==> config.mk <==
export PLATFORM = sky130hd
export DESIGN_NAME = binary_to_ascii_number_formatter
export DESIGN_NICKNAME = d
export VERILOG_FILES = /design/src/rtl/core/bafmt_pkg.sv /design/src/rtl/core/bafmt_dp.sv /design/src/rtl/core/bafmt_ctrl.sv /design/src/rtl/core/binary_to_ascii_number_formatter.sv
export VERILOG_INCLUDE_DIRS = /design/src /design/src/rtl/core
export SDC_FILE = /design/constraint.sdc
export NUM_CORES = 1
export LEC_CHECK = 0
export BUFFER_PORTS_ARGS = -buffer_cell sky130_fd_sc_hd__buf_4
export CAP_MARGIN = 10
export CORE_AREA = 2 2 111 156
export DETAILED_ROUTE_END_ITERATION = 8
export DIE_AREA = 0 0 113 158
export SYNTH_ARGS = -nofsm -noshare
export SYNTH_HDL_FRONTEND = slang
export SYNTH_SLANG_ARGS = --single-unit
==> constraint.sdc <==
create_clock -name clk -period 7.5 [get_ports clk]
set_input_delay 1.125 -clock clk [delete_from_list [all_inputs] [get_ports clk]]
set_output_delay 1.125 -clock clk [all_outputs]
set_load 0.005 [all_outputs]
==> src/rtl/core/assert_macros.svh <==
// ----------------------------------------------------------------------------
// assert_macros.svh
// Assertion macros used by the formatter datapath, bafmt_dp. They compile to nothing
// when SYNTHESIS is defined.
// ----------------------------------------------------------------------------
`ifndef ASSERT_MACROS_SVH
`define ASSERT_MACROS_SVH
`ifndef SYNTHESIS
`define BAF_ASSERT(label, clk, rst_n, prop, msg) \
    label: assert property (@(posedge clk) disable iff (!rst_n) prop) else $error(msg);
`define BAF_ASSERT_NEVER(label, clk, rst_n, expr, msg) \
    label: assert property (@(posedge clk) disable iff (!rst_n) !(expr)) else $error(msg);
`else
`define BAF_ASSERT(label, clk, rst_n, prop, msg)
`define BAF_ASSERT_NEVER(label, clk, rst_n, expr, msg)
`endif
`endif

==> src/rtl/core/bafmt_pkg.sv <==
// ----------------------------------------------------------------------------
// bafmt_pkg
// Types, format codes, character codes and constant tables for the
// binary to ASCII number formatter.
// ----------------------------------------------------------------------------
package bafmt_pkg;

    localparam logic [2:0] KIND_U16  = 3'd0;
    localparam logic [2:0] KIND_U8   = 3'd1;
    localparam logic [2:0] KIND_S16  = 3'd2;
    localparam logic [2:0] KIND_U32  = 3'd3;
    localparam logic [2:0] KIND_HEX8 = 3'd4;

    localparam logic [6:0] CH_ZERO  = 7'h30;
    localparam logic [6:0] CH_UPPER_A = 7'h41;
    localparam logic [6:0] CH_PLUS  = 7'h2B;
    localparam logic [6:0] CH_MINUS = 7'h2D;

    localparam logic [3:0] EXP_U16 = 4'd4;
    localparam logic [3:0] EXP_U8  = 4'd2;
    localparam logic [3:0] EXP_U32 = 4'd9;

    typedef struct packed {
        logic [2:0]  kind;
        logic [31:0] value;
    } in_item_t;

    typedef struct packed {
        logic [6:0] character;
        logic       last;
    } out_item_t;

    typedef enum logic [2:0] {
        ST_IDLE,
        ST_SIGN,
        ST_CALC,
        ST_EMIT,
        ST_HEX_HI,
        ST_HEX_LO
    } state_t;

    typedef struct packed {
        logic load;
        logic emit_sign;
        logic calc;
        logic emit_dig;
        logic skip_dig;
        logic emit_hex_hi;
        logic emit_hex_lo;
    } dp_cmd_t;

    typedef struct packed {
        logic out_free;
        logic step_last;
        logic exp_zero;
        logic skip;
    } dp_sts_t;

    function automatic logic [35:0] pow10_f(input logic [3:0] e);
        logic [35:0] r;
        case (e)
            4'd0:    r = 36'd1;
            4'd1:    r = 36'd10;
            4'd2:    r = 36'd100;
            4'd3:    r = 36'd1000;
            4'd4:    r = 36'd10000;
            4'd5:    r = 36'd100000;
            4'd6:    r = 36'd1000000;
            4'd7:    r = 36'd10000000;
            4'd8:    r = 36'd100000000;
            4'd9:    r = 36'd1000000000;
            default: r = 36'd0;
        endcase
        return r;
    endfunction

    function automatic logic [6:0] hex_char_f(input logic [3:0] n);
        logic [6:0] r;
        if (n < 4'd10)
        begin
            r = CH_ZERO + {3'b000, n};
        end
        else
        begin
            r = CH_UPPER_A + {3'b000, n - 4'd10};
        end
        return r;
    endfunction

endpackage

==> src/rtl/core/bafmt_dp.sv <==
// ----------------------------------------------------------------------------
// bafmt_dp
// Datapath: remainder register with a restoring compare-subtract against
// scaled powers of ten, digit and sign flags, and the output register.
// ----------------------------------------------------------------------------
`include "assert_macros.svh"

module bafmt_dp
    import bafmt_pkg::*;
(
    input  logic      clk,
    input  logic      rst_n,
    input  in_item_t  in_data,
    input  dp_cmd_t   cmd,
    output dp_sts_t   sts,
    output logic      out_valid,
    input  logic      out_ready,
    output out_item_t out_data
);

    logic [31:0] rem_reg, rem_next;
    logic [3:0]  exp_reg, exp_next;
    logic [1:0]  step_reg, step_next;
    logic [3:0]  digit_reg, digit_next;
    logic        seen_reg, seen_next;
    logic        neg_reg, neg_next;
    logic        out_valid_reg, out_valid_next;
    out_item_t   out_data_reg, out_data_next;

    logic [35:0] trial;
    logic [35:0] rem_ext;
    logic [35:0] diff;
    logic        fits;
    logic [16:0] mag;
    logic        out_free;
    logic [3:0]  emit_vec;

    assign rem_ext = {4'b0000, rem_reg};
    assign trial   = pow10_f(exp_reg) << (2'd3 - step_reg);
    assign fits    = (rem_ext >= trial);
    assign diff    = rem_ext - trial;
    assign mag     = 17'h10000 - {1'b0, in_data.value[15:0]};
    assign out_free = !out_valid_reg || out_ready;
    assign emit_vec = {cmd.emit_sign, cmd.emit_dig, cmd.emit_hex_hi, cmd.emit_hex_lo};

    assign sts.out_free  = out_free;
    assign sts.step_last = (step_reg == 2'd3);
    assign sts.exp_zero  = (exp_reg == 4'd0);
    assign sts.skip      = (digit_reg == 4'd0) && !seen_reg && (exp_reg != 4'd0);

    always_comb
    begin
        rem_next   = rem_reg;
        exp_next   = exp_reg;
        step_next  = step_reg;
        digit_next = digit_reg;
        seen_next  = seen_reg;
        neg_next   = neg_reg;

        if (cmd.load)
        begin
            step_next  = 2'd0;
            digit_next = 4'd0;
            seen_next  = 1'b1;
            neg_next   = in_data.value[15];
            case (in_data.kind)
                KIND_U16:
                begin
                    rem_next = {16'h0000, in_data.value[15:0]};
                    exp_next = EXP_U16;
                end
                KIND_U8:
                begin
                    rem_next = {24'h000000, in_data.value[7:0]};
                    exp_next = EXP_U8;
                end
                KIND_S16:
                begin
                    if (in_data.value[15])
                    begin
                        rem_next = {15'h0000, mag};
                    end
                    else
                    begin
                        rem_next = {16'h0000, in_data.value[15:0]};
                    end
                    exp_next = EXP_U16;
                end
                KIND_U32:
                begin
                    rem_next  = in_data.value;
                    exp_next  = EXP_U32;
                    seen_next = 1'b0;
                end
                default:
                begin
                    rem_next = {24'h000000, in_data.value[7:0]};
                    exp_next = 4'd0;
                end
            endcase
        end
        else if (cmd.calc)
        begin
            step_next = step_reg + 2'd1;
            if (fits)
            begin
                rem_next   = diff[31:0];
                digit_next = digit_reg | (4'b1000 >> step_reg);
            end
        end
        else if (cmd.emit_dig || cmd.skip_dig)
        begin
            if (cmd.emit_dig)
            begin
                seen_next = 1'b1;
            end
            if (exp_reg != 4'd0)
            begin
                exp_next = exp_reg - 4'd1;
            end
            step_next  = 2'd0;
            digit_next = 4'd0;
        end
    end

    always_comb
    begin
        out_valid_next = out_valid_reg;
        out_data_next  = out_data_reg;
        if (out_ready)
        begin
            out_valid_next = 1'b0;
        end
        if (cmd.emit_sign)
        begin
            out_valid_next          = 1'b1;
            out_data_next.character = neg_reg ? CH_MINUS : CH_PLUS;
            out_data_next.last      = 1'b0;
        end
        else if (cmd.emit_dig)
        begin
            out_valid_next          = 1'b1;
            out_data_next.character = CH_ZERO + {3'b000, digit_reg};
            out_data_next.last      = (exp_reg == 4'd0);
        end
        else if (cmd.emit_hex_hi)
        begin
            out_valid_next          = 1'b1;
            out_data_next.character = hex_char_f(rem_reg[7:4]);
            out_data_next.last      = 1'b0;
        end
        else if (cmd.emit_hex_lo)
        begin
            out_valid_next          = 1'b1;
            out_data_next.character = hex_char_f(rem_reg[3:0]);
            out_data_next.last      = 1'b1;
        end
    end

    always_ff @(posedge clk or negedge rst_n)
    begin
        if (!rst_n)
        begin
            out_valid_reg <= 1'b0;
        end
        else
        begin
            out_valid_reg <= out_valid_next;
        end
    end

    always_ff @(posedge clk)
    begin
        rem_reg      <= rem_next;
        exp_reg      <= exp_next;
        step_reg     <= step_next;
        digit_reg    <= digit_next;
        seen_reg     <= seen_next;
        neg_reg      <= neg_next;
        out_data_reg <= out_data_next;
    end

    assign out_valid = out_valid_reg;
    assign out_data  = out_data_reg;

    `BAF_ASSERT(a_emit_into_free, clk, rst_n, (emit_vec != 4'd0) |-> out_free, "Character loaded while the output register holds a pending transaction.")
    `BAF_ASSERT(a_single_emit, clk, rst_n, $onehot0(emit_vec), "More than one character source selected in one cycle.")
    `BAF_ASSERT_NEVER(a_digit_range, clk, rst_n, cmd.emit_dig && (digit_reg > 4'd9), "Decimal digit above nine after the subtract steps.")

endmodule

==> src/rtl/core/bafmt_ctrl.sv <==
// ----------------------------------------------------------------------------
// bafmt_ctrl
// Controller: sequences the sign, the subtract steps of each decimal digit,
// leading-zero suppression and the hex digits.
// ----------------------------------------------------------------------------
module bafmt_ctrl
    import bafmt_pkg::*;
(
    input  logic       clk,
    input  logic       rst_n,
    input  logic       in_valid,
    input  logic [2:0] in_kind,
    output logic       in_ready,
    input  dp_sts_t    sts,
    output dp_cmd_t    cmd
);

    state_t state_reg, state_next;

    always_ff @(posedge clk or negedge rst_n)
    begin
        if (!rst_n)
        begin
            state_reg <= ST_IDLE;
        end
        else
        begin
            state_reg <= state_next;
        end
    end

    always_comb
    begin
        state_next = state_reg;
        case (state_reg)
            ST_IDLE:
            begin
                if (in_valid)
                begin
                    case (in_kind)
                        KIND_U16, KIND_U8, KIND_U32: state_next = ST_CALC;
                        KIND_S16:                    state_next = ST_SIGN;
                        KIND_HEX8:                   state_next = ST_HEX_HI;
                        default:                     state_next = ST_IDLE;
                    endcase
                end
            end
            ST_SIGN:
            begin
                if (sts.out_free)
                begin
                    state_next = ST_CALC;
                end
            end
            ST_CALC:
            begin
                if (sts.step_last)
                begin
                    state_next = ST_EMIT;
                end
            end
            ST_EMIT:
            begin
                if (sts.skip)
                begin
                    state_next = ST_CALC;
                end
                else if (sts.out_free)
                begin
                    state_next = sts.exp_zero ? ST_IDLE : ST_CALC;
                end
            end
            ST_HEX_HI:
            begin
                if (sts.out_free)
                begin
                    state_next = ST_HEX_LO;
                end
            end
            ST_HEX_LO:
            begin
                if (sts.out_free)
                begin
                    state_next = ST_IDLE;
                end
            end
            default:
            begin
                state_next = ST_IDLE;
            end
        endcase
    end

    always_comb
    begin
        cmd      = '0;
        in_ready = 1'b0;
        case (state_reg)
            ST_IDLE:
            begin
                in_ready = 1'b1;
                cmd.load = in_valid;
            end
            ST_SIGN:
            begin
                cmd.emit_sign = sts.out_free;
            end
            ST_CALC:
            begin
                cmd.calc = 1'b1;
            end
            ST_EMIT:
            begin
                cmd.skip_dig = sts.skip;
                cmd.emit_dig = !sts.skip && sts.out_free;
            end
            ST_HEX_HI:
            begin
                cmd.emit_hex_hi = sts.out_free;
            end
            ST_HEX_LO:
            begin
                cmd.emit_hex_lo = sts.out_free;
            end
            default:
            begin
                cmd = '0;
            end
        endcase
    end

endmodule

==> src/rtl/core/binary_to_ascii_number_formatter.sv <==
// ----------------------------------------------------------------------------
// binary_to_ascii_number_formatter
// Formats one number per input transaction as ASCII characters, one output
// transaction per character, with last set on the final character.
//
//   Channel   Signals                        Direction
//   input     in_valid, in_ready, in_data    number and format kind in
//   output    out_valid, out_ready, out_data one character and last out
//
// Each decimal digit takes four compare-subtract steps on the remainder
// register, then one step to issue the digit.
// One number is worked on at a time; the next is accepted once the final
// character sits in the output register. Output stalls hold the controller.
// Reset clears the state machine and the output valid flag.
// ----------------------------------------------------------------------------
module binary_to_ascii_number_formatter
    import bafmt_pkg::*;
(
    input  logic      clk,
    input  logic      rst_n,
    input  logic      in_valid,
    output logic      in_ready,
    input  in_item_t  in_data,
    output logic      out_valid,
    input  logic      out_ready,
    output out_item_t out_data
);

    dp_cmd_t cmd;
    dp_sts_t sts;

    bafmt_ctrl u_ctrl (
        .clk      (clk),
        .rst_n    (rst_n),
        .in_valid (in_valid),
        .in_kind  (in_data.kind),
        .in_ready (in_ready),
        .sts      (sts),
        .cmd      (cmd)
    );

    bafmt_dp u_dp (
        .clk       (clk),
        .rst_n     (rst_n),
        .in_data   (in_data),
        .cmd       (cmd),
        .sts       (sts),
        .out_valid (out_valid),
        .out_ready (out_ready),
        .out_data  (out_data)
    );

endmodule

==> flow_summary.ini <==
[min_path]
hold_start = u_dp.out_data[0]
worstHoldEndpoint = u_dp.out_data[0]
hold_path_class = reg2reg
whs_path_depth = 2

[global_routing]
gr-total-overflow = 0
grt_antenna_before_repair = 0
grt_max_degree = 49
grt_util_all_layers_pct = 21.3
first_global_vias = 5724
grt_pass1_wl_mm = 29.4

[synthesis]
seq_area_frac_synth_pct = 31.9
post-synth-top-area-cell = edfxtp_1
syn_area_mm2 = 0.00644
synth_top_area_share_pct = 21.0
yosys_warnings = 0
synth.top_cells.by_count = 91 x nand2_1, 71 x a21oi_1, 68 x o21ai_0, 50 x nor2_1, 49 x ha_1
ys.flop_type = edfxtp_1
yosysUniqueCellTypes = 64
yosys_register_bits = 79
synth.most_common_cell = nand2_1
avgSynthCellArea_um2 = 8.26
syn_nets = 869
synth_area_leaders = edfxtp_1 21%, ha_1 9.5%, dfxtp_1 9.3%
netlist_instances = 780
synth-edff-count = 45
synthArstFlopShare_pct = 5.06

[worst_setup_path]
path_class = reg2reg
startpoint_type = flip-flop
arrival_ns = 4.44
r2r_cells = 13
r2r_end = u_dp.rem_reg[22]
crit_required_ns = 7.47
startpoint = u_dp.step_reg[0]
r2r_slack_ns = 3.04
end_kind = flip-flop
r2r_start = u_dp.step_reg[0]
worstPathMaxFanout = 33

[drt]
drtIter0Drc = 387
drc_errors = 4
first_pass_iters = 7
ant_nets = 0
via_count = 5778
wl_per_cell_um = 18.3
routed_wl_mm = 18.6
vias_per_cell = 5.69

[sta]
finalSetupViolCount = 0
tns_ns = 0
slew_viol_final = 0
fin_skew_ns = 0.0102
max_freq_mhz = 224
period_share_pct = 59.5
hold_violations = 0
rsz0062_at_grt = no
period_needed_ns = 4.46
slew_headroom_pct = 37.9
worst_slew_pin_slew_ns = 0.929
setup_slack_ns = 3.04

[placement]
dp_worst_setup_slack_ns = 3.06
gp_congestion = 0.970
dp_hpwl_mm = 14.2
io_buffers = 48

[clock_tree]
cts_buffers = 9
post_cts_resized = 0
cts_tree = built
holdBufCountCts = 0
postCtsSetupRepairBufs = 0
ctsHtreeMaxLevel = 3
clock_latency_ns = 0.35
clk_pin_slew_ns = 0.06
clock-sinks = 79
clockBufferDepth = 2
root_buffer = clkbuf_16

[finish]
seqCellArea_mm2 = 0.00205
nets = 896
layout-drive-gt1-share_pct = 11.0
fillers = 1700
multi_input_area_mm2 = 0.00408
antenna_cells = 0
area_growth_pct = 11.9
final_util_pct = 43.6

[status]
violations = DRC
outcome = finished, violations left

[flow_run]
max-cap-violations = 0

[floorplanning]
fp-row-count = 56
start_util_pct = 38.9
die_y_um = 158
ios = 49
chipWidth_um = 113
die_area_mm2 = 0.0179
core_area_mm2 = 0.0165
==> worst max-delay path: stages (launching register included) <==
cell and delay (ns):
dfxtp_1 0.40, buf_4 0.41, inv_1 0.19, nor2_1 0.21
a22oi_1 0.10, ha_1 0.36, a21oi_1 0.27, o211ai_1 0.21
a22oi_1 0.28, a21oi_1 0.15, or4b_1 0.50, o21ai_0 0.15
a21oi_1 0.17, or2_2 0.64
==> routing by layer <==
layer  GRT usage [%]  wire, um  vias up
met3            3.41       578       37
met2            40.0      9700      116
met1            22.8      7500     2710
li1                -         -     2915
met5               0         0        -
met4            10.6       784        0
==> worst max-delay path by stage <==
stage                     slack [ns]  depth (start not counted)                to
final                           3.04                         13  u_dp.rem_reg[22]
after global routing            2.58                         13  u_dp.rem_reg[22]
after CTS                       3.05                         13  u_dp.rem_reg[15]
after floorplan                 2.96                         16   u_dp.rem_reg[0]
after detailed placement        3.06                         13  u_dp.rem_reg[29]
after global placement          3.17                         13  u_dp.rem_reg[30]
==> layout by cell type, fill, tap and decap left out, types with 15 or more instances in the layout <==
cell      netlist  final
a21oi_1        71     71
nand2_1        91     91
o211ai_1       15     15
o21ai_0        68     68
buf_4           0     52
nor3_1         27     27
nand3_1        25     25
edfxtp_1       45     45
inv_1          44     44
xnor2_1        20     20
nor2_1         50     50
mux2i_1        19     19
dfxtp_1        30     30
xor2_1         17     17
ha_1           49     49
==> cell families (layout without fill, tap and decap cells) <==
logic type,count (synthesis),after routing,synth area share [%]
compound gates,250,250,24.3
fa+ha+maj,50,50,9.83
flops,79,79,31.9
xor+xnor,37,37,5.03
buf+inv,80,112,4.74
mux,32,32,5.75
simple gates,252,252,18.5
==> cell type report <==
cell class                 instances  share of cell area [%]
multi-input combinational        621                    56.7
sequential                        79                    28.5
timing repair buffer              52                    5.42
tap                              203                    3.53
clock buffer                      12                    3.28
inverter                          44                    2.29
clock inverter                     4                   0.313
==> through the flow <==
step / hold WS [ns] / std cells / instance area [um2]
5_1_grt: 0.476 / 1015 / 7200
6_report: 0.455 / 1015 / 7200
4_1_cts: 0.458 / 1015 / 7200
3_5_place_dp: 0.444 / 999 / 6940
2_1_floorplan: 0.449 / 780 / 6440
3_3_place_gp: 0.442 / 999 / 6940
Power is left out: the tool's default activity adds up to more than one toggle a clock period on the data nets, which glitch-free logic cannot reach.
